`config.mk`:
```
export PLATFORM = sky130hd
export DESIGN_NAME = ipv4_header_checksum_flat
export DESIGN_NICKNAME = d
export VERILOG_FILES = /design/src/design/ihc_pkg.sv /design/src/design/ihc_if.sv /design/src/design/ipv4_header_checksum.sv /design/src/flat_wrapper.sv
export SDC_FILE = /design/constraint.sdc
export NUM_CORES = 1
export LEC_CHECK = 0
export ABC_AREA = 1
export BUFFER_PORTS_ARGS = -buffer_cell sky130_fd_sc_hd__buf_4
export CORE_ASPECT_RATIO = 1.2
export CORE_UTILIZATION = 58
export CTS_CLUSTER_DIAMETER = 60
export DETAILED_ROUTE_END_ITERATION = 16
export GPL_ROUTABILITY_DRIVEN = 1
export HOLD_SLACK_MARGIN = 0.03
export PLACE_DENSITY_LB_ADDON = 0.1
export SETUP_SLACK_MARGIN = 0.4
export SYNTH_ARGS = -nofsm -noshare
export SYNTH_HDL_FRONTEND = slang
export SYNTH_SLANG_ARGS = --single-unit
```
`constraint.sdc`:
```
create_clock -name clk -period 3.73 [get_ports clk]
set_clock_uncertainty 0.2 [all_clocks]
set_input_delay 0.1865 -clock clk [delete_from_list [all_inputs] [get_ports clk]]
set_output_delay 0.1865 -clock clk [all_outputs]
set_load 0.02 [all_outputs]
```
`src/design/ihc_pkg.sv`:
```
package ihc_pkg;

	localparam int ByteW    = 8;
	localparam int WordW    = 2 * ByteW;
	localparam int PosW     = 6;
	localparam int SkipIdxW = 5;
	localparam int CfgIdxW  = 2;
	localparam int CfgDataW = 32;

	localparam logic [PosW-1:0]     PosMax        = {PosW{1'b1}};
	localparam logic                SkipEnableRst = 1'b1;
	localparam logic [SkipIdxW-1:0] SkipIndexRst  = SkipIdxW'(5);

	// Register indexes of the configuration port
	typedef enum logic [CfgIdxW-1:0] {
		CFG_SKIP_ENABLE = 2'd0,
		CFG_SKIP_INDEX  = 2'd1
	} cfg_idx_t;

	typedef logic [WordW-1:0] word_t;

	// Ones' complement add with end-around carry
	function automatic word_t ones_add(input word_t a, input word_t b);
		logic [WordW:0] s;
		s = {1'b0, a} + {1'b0, b};
		return s[WordW-1:0] + word_t'(s[WordW]);
	endfunction

endpackage

```
`src/design/ihc_if.sv`:
```
interface ihc_hdr_if;
	logic                     valid;
	logic                     ready;
	logic [ihc_pkg::ByteW-1:0] first_byte;
	logic [ihc_pkg::ByteW-1:0] second_byte;
	logic                     single_byte;
	logic                     last;

	modport source (output valid, first_byte, second_byte, single_byte, last, input ready);
	modport sink   (input valid, first_byte, second_byte, single_byte, last, output ready);
endinterface

interface ihc_sum_if;
	logic                      valid;
	logic                      ready;
	logic [ihc_pkg::WordW-1:0] checksum;
	logic                      field_matches;

	modport source (output valid, checksum, field_matches, input ready);
	modport sink   (input valid, checksum, field_matches, output ready);
endinterface

interface ihc_cfg_if;
	logic                         valid;
	logic                         ready;
	logic [ihc_pkg::CfgIdxW-1:0]  index;
	logic [ihc_pkg::CfgDataW-1:0] data;

	modport source (output valid, index, data, input ready);
	modport sink   (input valid, index, data, output ready);
endinterface

```
`src/design/ipv4_header_checksum.sv`:
```
// Internet checksum over an IPv4 header that arrives as one 16-bit word per item
// (first_byte high, second_byte low; single_byte pads a trailing byte with zero).
// The word at skip_index is captured instead of summed when skip_enable is set.
// On the item marked last the block emits the complemented sum and whether the
// captured field equals it, then clears its state for the next header. An item
// passes an input register and one 16-bit end-around-carry add into the result
// register; one item per cycle unless a stalled result blocks a last item.
// Configuration writes are always taken and should be made between headers.
module ipv4_header_checksum (
	input  logic            clk,
	input  logic            arst_n,
	ihc_hdr_if.sink         hdr_in,
	ihc_sum_if.source       sum_out,
	ihc_cfg_if.sink         cfg
);

	logic                             skip_enable_q;
	logic [ihc_pkg::SkipIdxW-1:0]     skip_index_q;

	logic                             valid_s1;
	ihc_pkg::word_t                   word_s1;
	logic                             last_s1;

	ihc_pkg::word_t                   running_sum_q;
	ihc_pkg::word_t                   captured_q;
	logic [ihc_pkg::PosW-1:0]         word_pos_q;

	logic                             out_valid_q;
	ihc_pkg::word_t                   checksum_q;
	logic                             matches_q;

	logic                             advance_s1;
	logic                             skip_hit;
	ihc_pkg::word_t                   sum_next;
	ihc_pkg::word_t                   capt_next;
	ihc_pkg::word_t                   ck_next;

	// Stage 1 moves on unless a last item waits on a full result register
	assign advance_s1   = valid_s1 && (!last_s1 || !out_valid_q || sum_out.ready);
	assign hdr_in.ready = !valid_s1 || advance_s1;
	assign cfg.ready    = 1'b1;

	assign skip_hit  = skip_enable_q && (word_pos_q == {1'b0, skip_index_q});
	assign sum_next  = skip_hit ? running_sum_q : ihc_pkg::ones_add(running_sum_q, word_s1);
	assign capt_next = skip_hit ? word_s1 : captured_q;
	assign ck_next   = ~sum_next;

	assign sum_out.valid         = out_valid_q;
	assign sum_out.checksum      = checksum_q;
	assign sum_out.field_matches = matches_q;

	// Configuration registers
	always_ff @(posedge clk or negedge arst_n) begin
		if (!arst_n) begin
			skip_enable_q <= ihc_pkg::SkipEnableRst;
			skip_index_q  <= ihc_pkg::SkipIndexRst;
		end else if (cfg.valid) begin
			case (cfg.index)
				ihc_pkg::CFG_SKIP_ENABLE: skip_enable_q <= cfg.data[0];
				ihc_pkg::CFG_SKIP_INDEX:  skip_index_q  <= cfg.data[ihc_pkg::SkipIdxW-1:0];
				default: ;
			endcase
		end
	end

	// Input register: control
	always_ff @(posedge clk or negedge arst_n) begin
		if (!arst_n) begin
			valid_s1 <= 1'b0;
		end else if (hdr_in.ready) begin
			valid_s1 <= hdr_in.valid;
		end
	end

	// Input register: payload, pad a single byte with zero
	always_ff @(posedge clk) begin
		if (hdr_in.valid && hdr_in.ready) begin
			word_s1 <= {hdr_in.first_byte,
				hdr_in.single_byte ? '0 : hdr_in.second_byte};
			last_s1 <= hdr_in.last;
		end
	end

	// Header state: accumulate, capture, clear after last
	always_ff @(posedge clk or negedge arst_n) begin
		if (!arst_n) begin
			running_sum_q <= '0;
			captured_q    <= '0;
			word_pos_q    <= '0;
		end else if (advance_s1) begin
			if (last_s1) begin
				running_sum_q <= '0;
				captured_q    <= '0;
				word_pos_q    <= '0;
			end else begin
				running_sum_q <= sum_next;
				captured_q    <= capt_next;
				if (word_pos_q != ihc_pkg::PosMax) begin
					word_pos_q <= word_pos_q + 1'b1;
				end
			end
		end
	end

	// Result register: control
	always_ff @(posedge clk or negedge arst_n) begin
		if (!arst_n) begin
			out_valid_q <= 1'b0;
		end else if (advance_s1 && last_s1) begin
			out_valid_q <= 1'b1;
		end else if (sum_out.ready) begin
			out_valid_q <= 1'b0;
		end
	end

	// Result register: payload
	always_ff @(posedge clk) begin
		if (advance_s1 && last_s1) begin
			checksum_q <= ck_next;
			matches_q  <= (capt_next == ck_next);
		end
	end

endmodule

```
`src/flat_wrapper.sv`:
```
// flat-port wrapper written by rule: the top's interface ports become plain ports
module ipv4_header_checksum_flat 
  (clk, arst_n, hdr_in_valid, hdr_in_first_byte, hdr_in_second_byte, hdr_in_single_byte, hdr_in_last, hdr_in_ready, sum_out_valid, sum_out_checksum, sum_out_field_matches, sum_out_ready, cfg_valid, cfg_index, cfg_data, cfg_ready);
  ihc_hdr_if hdr_in_i ();
  ihc_sum_if sum_out_i ();
  ihc_cfg_if cfg_i ();
  input  logic clk;
  input  logic arst_n;
  input wire logic [$bits(hdr_in_i.valid)-1:0] hdr_in_valid;
  input wire logic [$bits(hdr_in_i.first_byte)-1:0] hdr_in_first_byte;
  input wire logic [$bits(hdr_in_i.second_byte)-1:0] hdr_in_second_byte;
  input wire logic [$bits(hdr_in_i.single_byte)-1:0] hdr_in_single_byte;
  input wire logic [$bits(hdr_in_i.last)-1:0] hdr_in_last;
  output wire logic [$bits(hdr_in_i.ready)-1:0] hdr_in_ready;
  output wire logic [$bits(sum_out_i.valid)-1:0] sum_out_valid;
  output wire logic [$bits(sum_out_i.checksum)-1:0] sum_out_checksum;
  output wire logic [$bits(sum_out_i.field_matches)-1:0] sum_out_field_matches;
  input wire logic [$bits(sum_out_i.ready)-1:0] sum_out_ready;
  input wire logic [$bits(cfg_i.valid)-1:0] cfg_valid;
  input wire logic [$bits(cfg_i.index)-1:0] cfg_index;
  input wire logic [$bits(cfg_i.data)-1:0] cfg_data;
  output wire logic [$bits(cfg_i.ready)-1:0] cfg_ready;
  assign hdr_in_i.valid = hdr_in_valid;
  assign hdr_in_i.first_byte = hdr_in_first_byte;
  assign hdr_in_i.second_byte = hdr_in_second_byte;
  assign hdr_in_i.single_byte = hdr_in_single_byte;
  assign hdr_in_i.last = hdr_in_last;
  assign hdr_in_ready = hdr_in_i.ready;
  assign sum_out_valid = sum_out_i.valid;
  assign sum_out_checksum = sum_out_i.checksum;
  assign sum_out_field_matches = sum_out_i.field_matches;
  assign sum_out_i.ready = sum_out_ready;
  assign cfg_i.valid = cfg_valid;
  assign cfg_i.index = cfg_index;
  assign cfg_i.data = cfg_data;
  assign cfg_ready = cfg_i.ready;
  ipv4_header_checksum u_core (.clk(clk), .arst_n(arst_n), .hdr_in(hdr_in_i), .sum_out(sum_out_i), .cfg(cfg_i));
endmodule
```
==> run_results.csv, run 1 <==
group,metric,value,unit
timing,tns,-93.2,ps
die,die_area,0.00984,mm2
pwr,power,4.61,mW
clocking,clkLatencyLatePin,370,ps
global_routing,grt_pass1_wl,24300,um
yosys,synthDistinctLibCells,39,
job,cap_violations,0,
timing,setup_viol,3,
global_routing,antenna_found_initial,0,
yosys,synth_cells,728,
yosys,syn_nets,805,
detailed_routing,drt-total-wl,15300,um
clocking,numClockSinks,80,
die,start_util,0.600,
clocking,clk_path_buf_depth,2,
pwr,p_leak,3.73,nW
setup_path,start_kind,"flip-flop",
pwr,intPower,2.51,mW
place,portBuffers,48,
setup_path,crit_top_cell,"nand2_1",
clocking,cts_tree,"done",
final_layout,nets,953,
timing,worst_slack,-78.0,ps
setup_path,path_buf_inv,2,
detailed_routing,route.vias.total,5410,
pwr,p_sw,2.10,mW
setup_path,cp.required,3670,ps
setup_path,cpPeakStageDelay,440,ps
final_layout,final.fill_count,607,
timing,max_slew_margin,0.207,
timing,finalHoldViolCount,0,
detailed_routing,post-route-drc-count,0,
timing,holdWs,90.8,ps
yosys,mappedNetlistArea,0.00548,mm2
die,rows,38,
setup_path,arrival,3750,ps
detailed_routing,viasPerCell,5.40,
yosys,synth_compound_area_frac,0.0875,
global_routing,overflow,0,
setup_path,crit_path_end_kind,"flip-flop",
clocking,h-tree-depth,3,
final_layout,utilization,0.808,
run_status,status,"complete, but fails checks",
detailed_routing,drtAntennaViolNets,0,
clocking,numCtsBuffers,9,
detailed_routing,wl_per_cell,15.3,um
global_routing,grt_start_max_net_pins,47,
pwr,clockPowerShare,0.130,
pwr,p_sw_frac,0.456,
yosys,synth_top_family_by_area,"simple AND/OR/NAND/NOR gates",
yosys,syn_avg_cell_area,7.53,um2
yosys,yosysSeqAreaShare,0.397,
global_routing,grt_pass1_vias,5381,
timing,fmax,263,MHz
run_status,violations,"negative setup slack",
final_layout,areaGrowthSynthToFinish,34.6,%
place,gp_congestion,0.917,
final_layout,fin_area,0.00737,mm2
worst_hold_path,hold_path.class,"in -> reg",
setup_path,critical_path.max_fanout,3,
setup_path,worstSetupPathType,"reg -> reg",
clocking,root_buffer,"clkbuf_8",
die,fp.dieW,90.7,um
timing,rsz0062_at_grt,"true",
pwr,max-vdd-ir-drop,464,uV
die,die_h,108,um
die,core-area,0.00913,mm2
clocking,clk_pin_slew,100,ps
timing,period_minus_slack,3810,ps
yosys,synth-simple-area-share,0.356,
global_routing,gr-usage-all-layers,0.320,
pwr,pwr-share-comb,0.600,
yosys,synth_seq_cells,80,
pwr,p_seq_frac,0.269,
final_layout,drive_gt1_frac,0.306,
die,pin_count,77,
detailed_routing,initialDrtViolationCount,301,
timing,final_min_period_over_clock_period,1.02,
place,dp_hpwl,10500,um
timing,drv_slew,0,
setup_path,path_delay_family,"simple AND/OR/NAND/NOR gates",
yosys,yosys-mux-area-fraction,0,
yosys,synthAdderAreaFrac,0.0470,
setup_path,cp_slowest_cell,"edfxtp_1",
timing,worst_slew_pin_slew,1190,ps
place,post_dp_cell_area,0.00639,mm2
final_layout,num_antenna_cells,0,
yosys,synth_warnings,0,
yosys,synth-xor-area-share,0.00959,
detailed_routing,dr.pass1.iters,5,
pwr,p_per_area,625,mW/mm2
-- routing by layer --
layer | track usage | part of all wire | vias to the layer above
met2 | 0.621 | 0.54 | 179
met1 | 0.324 | 0.36 | 2538
met4 | 0.184 | 0.048 | 0
met3 | 0.0506 | 0.046 | 55
met5 | 0 | 0 | -
li1 | - | - | 2638
-- area by class of cell --
class,count,area [um2],share of cell area
clock buffers,12,145,0.0197
clock inverters,4,28.8,0.00390
inverters,122,460,0.0625
multi-input cells,510,3120,0.424
flip-flops and latches,80,2180,0.295
well taps,120,150,0.0204
repair buffers,153,1290,0.174
-- state kept, by name (all words and copies together), names as in the netlist --
name / flops
u_core.skip_index_q: 5
u_core.word_pos_q: 6
u_core.sum_out.checksum: 16
u_core.captured_q: 16
u_core.sum_out.valid: 1
u_core.running_sum_q: 16
u_core.word_s1: 16
u_core.sum_out.field_matches: 1
u_core.valid_s1: 1
u_core.skip_enable_q: 1
u_core.last_s1: 1
-- power by group through the flow --
| stage | logic (mW) | clock network (mW) | registers (mW) |
|---|---|---|---|
| floorplan | 1.55 | 0 | 1.28 |
| global placement | 2.29 | 0 | 1.25 |
| detailed placement | 2.35 | 0 | 1.25 |
| CTS | 2.60 | 0.602 | 1.24 |
| global route | 3.03 | 0.632 | 1.25 |
| finish | 2.77 | 0.599 | 1.24 |
-- through the flow --
stage | setup WS (ps) | cells
finish | -78.0 | 1001
global route | -236 | 1001
CTS | 47.3 | 998
detailed placement | -109 | 930
global placement | -32.7 | 930
floorplan | 368 | 728
-- tightest hold or removal path: cells and delay by family --
family / cells / cell delay (ps)
simple gates: 1 / 270
buf+inv: 1 / 80
compound gates: 1 / 120
-- cells by family after synthesis --
| family | Yosys count |
|---|---|
| and+or+nand+nor | 399 |
| buffers and inverters | 138 |
| AOI/OAI and AO/OA | 84 |
| DFF | 80 |
| adders and majority gates | 20 |
| xor gates and xnor gates | 6 |
| other | 1 |
-- cells in the mapped netlist, drive strengths merged --
cell	count	area, um2
a211oi	1	7.51
a21boi	2	15.0
a21oi	22	114
a31oi	1	6.26
and2	2	12.5
buf	10	81.3
clkbuf	6	22.5
conb	1	3.75
dfrtp	43	1080
dfstp	3	78.8
edfxtp	34	1020
fa	1	20.0
ha	19	238
inv	122	458
nand2	245	1020
nand3	76	470
nand3b	4	30.0
nand4	10	62.6
nor2	57	330
nor3	5	25.0
o21ai	27	139
o21bai	2	15.0
o22ai	28	175
o31ai	1	7.51
xor2	6	52.6
-- placed cells by master (no fill, tap or decap), drive strengths merged, types with 2 or more instances in the layout --
master	instances
a21boi	2
a21oi	22
and2	2
buf	118
clkbuf	12
clkinvlp	2
dfrtp	43
dfstp	3
dlygate4sd3	35
edfxtp	34
ha	19
inv	123
nand2	245
nand3	76
nand3b	4
nand4	10
nor2	57
nor3	5
o21ai	27
o21bai	2
o22ai	28
xor2	6
-- final timing paths --
| path | start | to | slack [ps] | cells past startpoint |
|---|---|---|---|---|
| worst max-delay path | u_core.word_s1[3] | u_core.sum_out.field_matches | -80 | 27 |
| worst max register to register | u_core.word_s1[3] | u_core.sum_out.field_matches | -80 | 27 |
| min in group asynchronous | arst_n | u_core.captured_q[11] | 190 | 2 |
| worst min register to register | u_core.skip_index_q[0] | u_core.skip_index_q[0] | 300 | 2 |
| worst min-delay path | cfg_index[1] | u_core.skip_index_q[2] | 90 | 3 |
| max in group asynchronous | arst_n | u_core.running_sum_q[2] | 2670 | 2 |
-- repair_timing --
action,in CTS,in global routing
hold buffers,35,0
buffers inserted,17,3
resized for setup,46,35
endpoints found under the setup margin,17,25
endpoints found under the hold margin,68,0
pin swaps,38,32
No activity file was read; power rests on OpenSTA's default activity.
==> run 2, diff against run 1 <==
- CORE_UTILIZATION: 58 -> 63
- CTS_CLUSTER_SIZE: unset -> 10
- clock period: 3.73 -> 4.6 ns (I/O delays scaled with it)
==> run_results.csv, run 2 (same netlist as run 1, synthesis figures left out) <==
group,metric,value,unit
setup_path,rrSetupSlack,650,ps
die,die_area,0.00908,mm2
final_layout,num_antenna_cells,0,
pwr,p_sw_frac,0.460,
detailed_routing,post-route-drc-count,0,
die,pin_count,77,
setup_path,start_kind,"flip-flop",
timing,fmax,253,MHz
detailed_routing,drtAntennaViolNets,0,
final_layout,final_cells,929,
global_routing,antenna_found_initial,0,
detailed_routing,wl_per_cell,15.4,um
detailed_routing,initialDrtViolationCount,403,
final_layout,final_common_cell,"nand2_1",
place,dp_hpwl,9670,um
die,fp.dieW,87.1,um
pwr,p_leak,3.38,nW
timing,rsz0062_at_grt,"false",
die,die_h,104,um
clocking,cts_tree,"done",
clocking,numCtsBuffers,9,
setup_path,r2r-end,"u_core.sum_out.field_matches",
clocking,clk_pin_slew,90,ps
clocking,numClockSinks,80,
pwr,max-vdd-ir-drop,302,uV
job,cap_violations,0,
die,core-area,0.00829,mm2
detailed_routing,viasPerCell,5.54,
setup_path,endpoint,"u_core.sum_out.field_matches",
final_layout,areaGrowthSynthToFinish,21.1,%
timing,drv_slew,0,
place,portBuffers,48,
setup_path,crit_start,"u_core.word_s1[5]",
setup_path,arrival,3990,ps
worst_hold_path,hold_path.class,"in -> reg",
global_routing,gr-usage-all-layers,0.331,
detailed_routing,route.vias.total,5150,
final_layout,drive_gt1_frac,0.199,
global_routing,grt_pass1_wl,23100,um
pwr,pwr-share-comb,0.521,
pwr,p_per_area,510,mW/mm2
detailed_routing,highest_layer,"met4",
detailed_routing,dr.pass1.iters,7,
detailed_routing,dr_wl_met3,694,um
pwr,p_sw,1.56,mW
pwr,p_seq_frac,0.298,
clocking,root_buffer,"clkbuf_8",
place,gp_congestion,0.921,
run_status,status,"complete, no violations",
setup_path,worstSetupPathType,"reg -> reg",
detailed_routing,wl_met2,7600,um
detailed_routing,drt-total-wl,14300,um
timing,finalHoldViolCount,0,
timing,worst_slew_pin_slew,1120,ps
pwr,intPower,1.83,mW
timing,max_slew_margin,0.255,
setup_path,r2r_start,"u_core.word_s1[5]",
global_routing,overflow,0,
worst_hold_path,hold_depth,3,
place,dp_cells,876,
setup_path,rr_worst_depth,27,
detailed_routing,m1WireLength,5400,um
setup_path,crit_path_end_kind,"flip-flop",
timing,period_minus_slack,3950,ps
die,start_util,0.661,
setup_path,critical_path.max_fanout,6,
clocking,h-tree-depth,3,
final_layout,nets,887,
clocking,clkLatencyLatePin,370,ps
timing,tns,0,ps
global_routing,grt_start_max_net_pins,47,
global_routing,grt_pass1_vias,5100,
clocking,clk_path_buf_depth,2,
timing,setup_viol,0,
final_layout,final.fill_count,588,
final_layout,layout_common_cells,"nand2_1, inv_1, nand3_1",
setup_path,cp.required,4630,ps
die,rows,36,
pwr,clockPowerShare,0.181,
timing,final_min_period_over_clock_period,0.860,
-- run 2: changes by cell type in the layout (fill, tap and decap cells not counted), moves of 6 or more --
| cell | delta |
|---|---|
| buf_4 | -55 |
| buf_6 | -10 |
| nand2_1 | +19 |
| nand2_2 | -15 |
| nand3_1 | +10 |
| nand3_2 | -6 |
-- run 2: cell type report --
class	count	area, um2	share of cell area
Clock inverter	7	106	0.0160
Sequential cell	80	2180	0.328
Timing Repair Buffer	87	741	0.112
Multi-Input combinational cell	510	2890	0.435
Tap cell	114	143	0.0215
Inverter	122	458	0.0690
Clock buffer	9	124	0.0187
-- run 2: per-layer routing --
layer / track usage / up-vias
li1: - / 2509
met1: 0.363 / 2397
met2: 0.603 / 200
met3: 0.0437 / 44
met4: 0.183 / 0
met5: 0 / -
-- run 2: critical path, stage by stage, from the launching register on --
cell and delay, ps:
edfxtp_1 450, ha_4 330, nand2_1 60, nand2_1 90
inv_1 90, nand2_1 80, nand2_1 60, nand3_2 80
nand2_1 70, nand2_2 110, a21oi_4 90, o21bai_2 180
ha_2 220, ha_2 200, inv_1 50, nor2_2 130
nand3_1 120, nor2_2 180, nand3_2 120, nor2_4 120
nand3_1 80, xor2_1 210, nand2_1 100, nand2_1 100
nand2_1 60, nand2_1 70, nand3_2 70, nor2_2 100
-- run 2: power groups by stage --
stage / clock network, mW / logic [mW] / registers [mW]
after floorplan: 0 / 1.20 / 1.02
after global placement: 0 / 1.57 / 1.00
after detailed placement: 0 / 1.61 / 1.00
after CTS: 0.611 / 1.65 / 0.991
after global routing: 0.640 / 1.97 / 1.02
final: 0.612 / 1.76 / 1.01
-- run 2: repair_timing --
item	4_1_cts	5_1_grt
buffers inserted	0	2
hold buffers	35	0
setup endpoints to repair	1	7
pin swaps	0	3
endpoints found under the hold margin	68	0
gates resized for setup	1	29
-- run 2: metrics by stage --
step | hold WS, ps | setup slack (ps) | total power [mW] | utilization | area, um2
6_report | 162 | 646 | 3.38 | 0.801 | 6640
4_1_cts | 133 | 417 | 3.26 | 0.782 | 6480
5_1_grt | 183 | 336 | 3.63 | 0.801 | 6640
2_1_floorplan | -266 | 1150 | 2.22 | - | 5480
3_3_place_gp | 94.0 | 491 | 2.57 | 0.711 | 5890
3_5_place_dp | 95.7 | 418 | 2.62 | 0.711 | 5890
-- run 2: worst min-delay path by stage --
stage / from / end
2_1_floorplan: arst_n / u_core.captured_q[0]
4_1_cts: cfg_index[1] / u_core.skip_index_q[2]
3_3_place_gp: arst_n / u_core.running_sum_q[11]
3_5_place_dp: arst_n / u_core.captured_q[11]
6_report: cfg_index[1] / u_core.skip_index_q[2]
5_1_grt: cfg_index[1] / u_core.skip_index_q[2]
==> run 3, diff against run 2 <==
- CTS_BUF_LIST: unset -> sky130_fd_sc_hd__clkbuf_2
==> run_results.csv, run 3 (same netlist as run 1, synthesis figures left out) <==
group,metric,value,unit
detailed_routing,dr.pass1.iters,5,
setup_path,crit_top_cell,"nand2_1",
setup_path,start_kind,"flip-flop",
pwr,power,3.32,mW
timing,worst_slew_pin_slew,1120,ps
die,start_util,0.661,
timing,fmax,253,MHz
die,die_area,0.00908,mm2
detailed_routing,viasPerCell,5.58,
detailed_routing,wl_per_cell,16.1,um
pwr,max-vdd-ir-drop,265,uV
final_layout,layout_common_cells,"nand2_1, inv_1, nand3_1",
pwr,p_leak,3.44,nW
timing,final_min_period_over_clock_period,0.859,
final_layout,num_antenna_cells,0,
final_layout,areaGrowthSynthToFinish,23.5,%
final_layout,final_common_cell,"nand2_1",
pwr,p_per_area,491,mW/mm2
global_routing,grt_start_max_net_pins,42,
setup_path,worstSetupPathType,"reg -> reg",
timing,tns,0,ps
global_routing,grt_pass1_wl,24300,um
worst_hold_path,hold_path.class,"in -> reg",
setup_path,arrival,4210,ps
final_layout,drive_gt1_frac,0.206,
detailed_routing,drtAntennaViolNets,0,
run_status,status,"complete, no violations",
detailed_routing,initialDrtViolationCount,363,
setup_path,path_delay_family,"simple AND/OR/NAND/NOR gates",
place,dp_cells,876,
timing,period_minus_slack,3950,ps
place,dp_hpwl,9670,um
clocking,clk_path_buf_depth,2,
detailed_routing,post-route-drc-count,0,
setup_path,critical_path.max_fanout,3,
place,pre_cts_ws,418,ps
final_layout,final_cells,947,
die,fp.dieW,87.1,um
setup_path,cpPeakStageDelay,520,ps
setup_path,path_buf_inv,1,
clocking,clkLatencyLatePin,570,ps
detailed_routing,drt-total-wl,15300,um
clocking,numClockSinks,80,
setup_path,crit_path_end_kind,"flip-flop",
clocking,clk_pin_slew,260,ps
timing,worst_slack,650,ps
global_routing,gr-usage-all-layers,0.350,
clocking,numCtsBuffers,9,
final_layout,nets,905,
timing,setup_viol,0,
timing,finalHoldViolCount,0,
timing,rsz0062_at_grt,"false",
clocking,h-tree-depth,3,
die,pin_count,77,
final_layout,final.fill_count,562,
clocking,root_buffer,"clkbuf_2",
global_routing,grt_pass1_vias,5285,
detailed_routing,route.vias.total,5287,
place,portBuffers,48,
setup_path,cp.required,4860,ps
timing,max_slew_margin,0.251,
die,core-area,0.00829,mm2
clocking,cts_tree,"done",
setup_path,cp_slowest_cell,"edfxtp_1",
place,gp_congestion,0.921,
timing,holdWs,164,ps
die,rows,36,
global_routing,antenna_found_initial,0,
die,die_h,104,um
job,cap_violations,0,
global_routing,overflow,0,
timing,drv_slew,0,
run 3: power by group:
group	switching (mW)	internal [mW]	total, mW	leakage (nW)
clock network	0.283	0.191	0.474	0.0894
registers	0.106	0.904	1.01	0.928
logic	1.19	0.651	1.84	2.42
total	1.58	1.75	3.32	3.44
run 3: metal layers:
metal  GRT usage  vias to the layer above  wire length (um)
met5           0                        -                 0
met4       0.171                        0               734
met3      0.0651                       58               807
met1       0.380                     2462              5630
li1            -                     2539                 -
met2       0.638                      228              8100
run 3: worst paths after layout:
path	from	endpoint	slack, ps	cells past startpoint
setup / recovery	u_core.word_s1[9]	u_core.sum_out.field_matches	650	25
hold / removal	hdr_in_first_byte[7]	u_core.word_s1[15]	160	2
setup reg to reg	u_core.word_s1[9]	u_core.sum_out.field_matches	650	25
hold reg to reg	u_core.word_pos_q[5]	u_core.word_pos_q[5]	340	1
max in group asynchronous	arst_n	u_core.valid_s1	2270	4
min in group asynchronous	arst_n	u_core.word_pos_q[0]	500	3
run 3: cell type report:
type / count / area, um2 / area share
clock inverter: 7 / 106 / 0.0157
multi-input combinational: 510 / 2930 / 0.434
inverter: 122 / 458 / 0.0677
tap: 114 / 143 / 0.0211
timing repair buffer: 105 / 903 / 0.134
sequential: 80 / 2180 / 0.322
clock buffer: 9 / 45.0 / 0.00666
run 3: timing repair:
item / 4_1_cts / 5_1_grt
buffers inserted: 1 / 8
endpoints found under the hold margin: 75 / 0
pin swaps: 1 / 8
gates resized for setup: 4 / 30
endpoints found under the setup margin: 1 / 8
hold buffers: 46 / 0
run 3: stage by stage:
step,util,instance area [um2]
floorplan,-,5480
global placement,0.711,5890
detailed placement,0.711,5890
CTS,0.789,6540
global route,0.816,6760
finish,0.816,6760
run 3: worst reg2reg max path, stage by stage (launching register included):
cell,delay (ps)
edfxtp_1,520
ha_4,330
nand2_2,90
nor2_4,130
nand3_1,100
nand3_2,120
nand2_1,70
nand2_2,100
a21oi_4,90
o21bai_4,150
ha_2,230
ha_4,150
inv_1,50
nor2_2,120
nand3_1,120
nor2_2,180
nand3_2,120
nor2_4,130
nand3_1,120
xor2_2,230
nand2_1,100
nand2_1,110
nand2_1,60
nand2_1,70
nand3_2,70
nor2_2,100
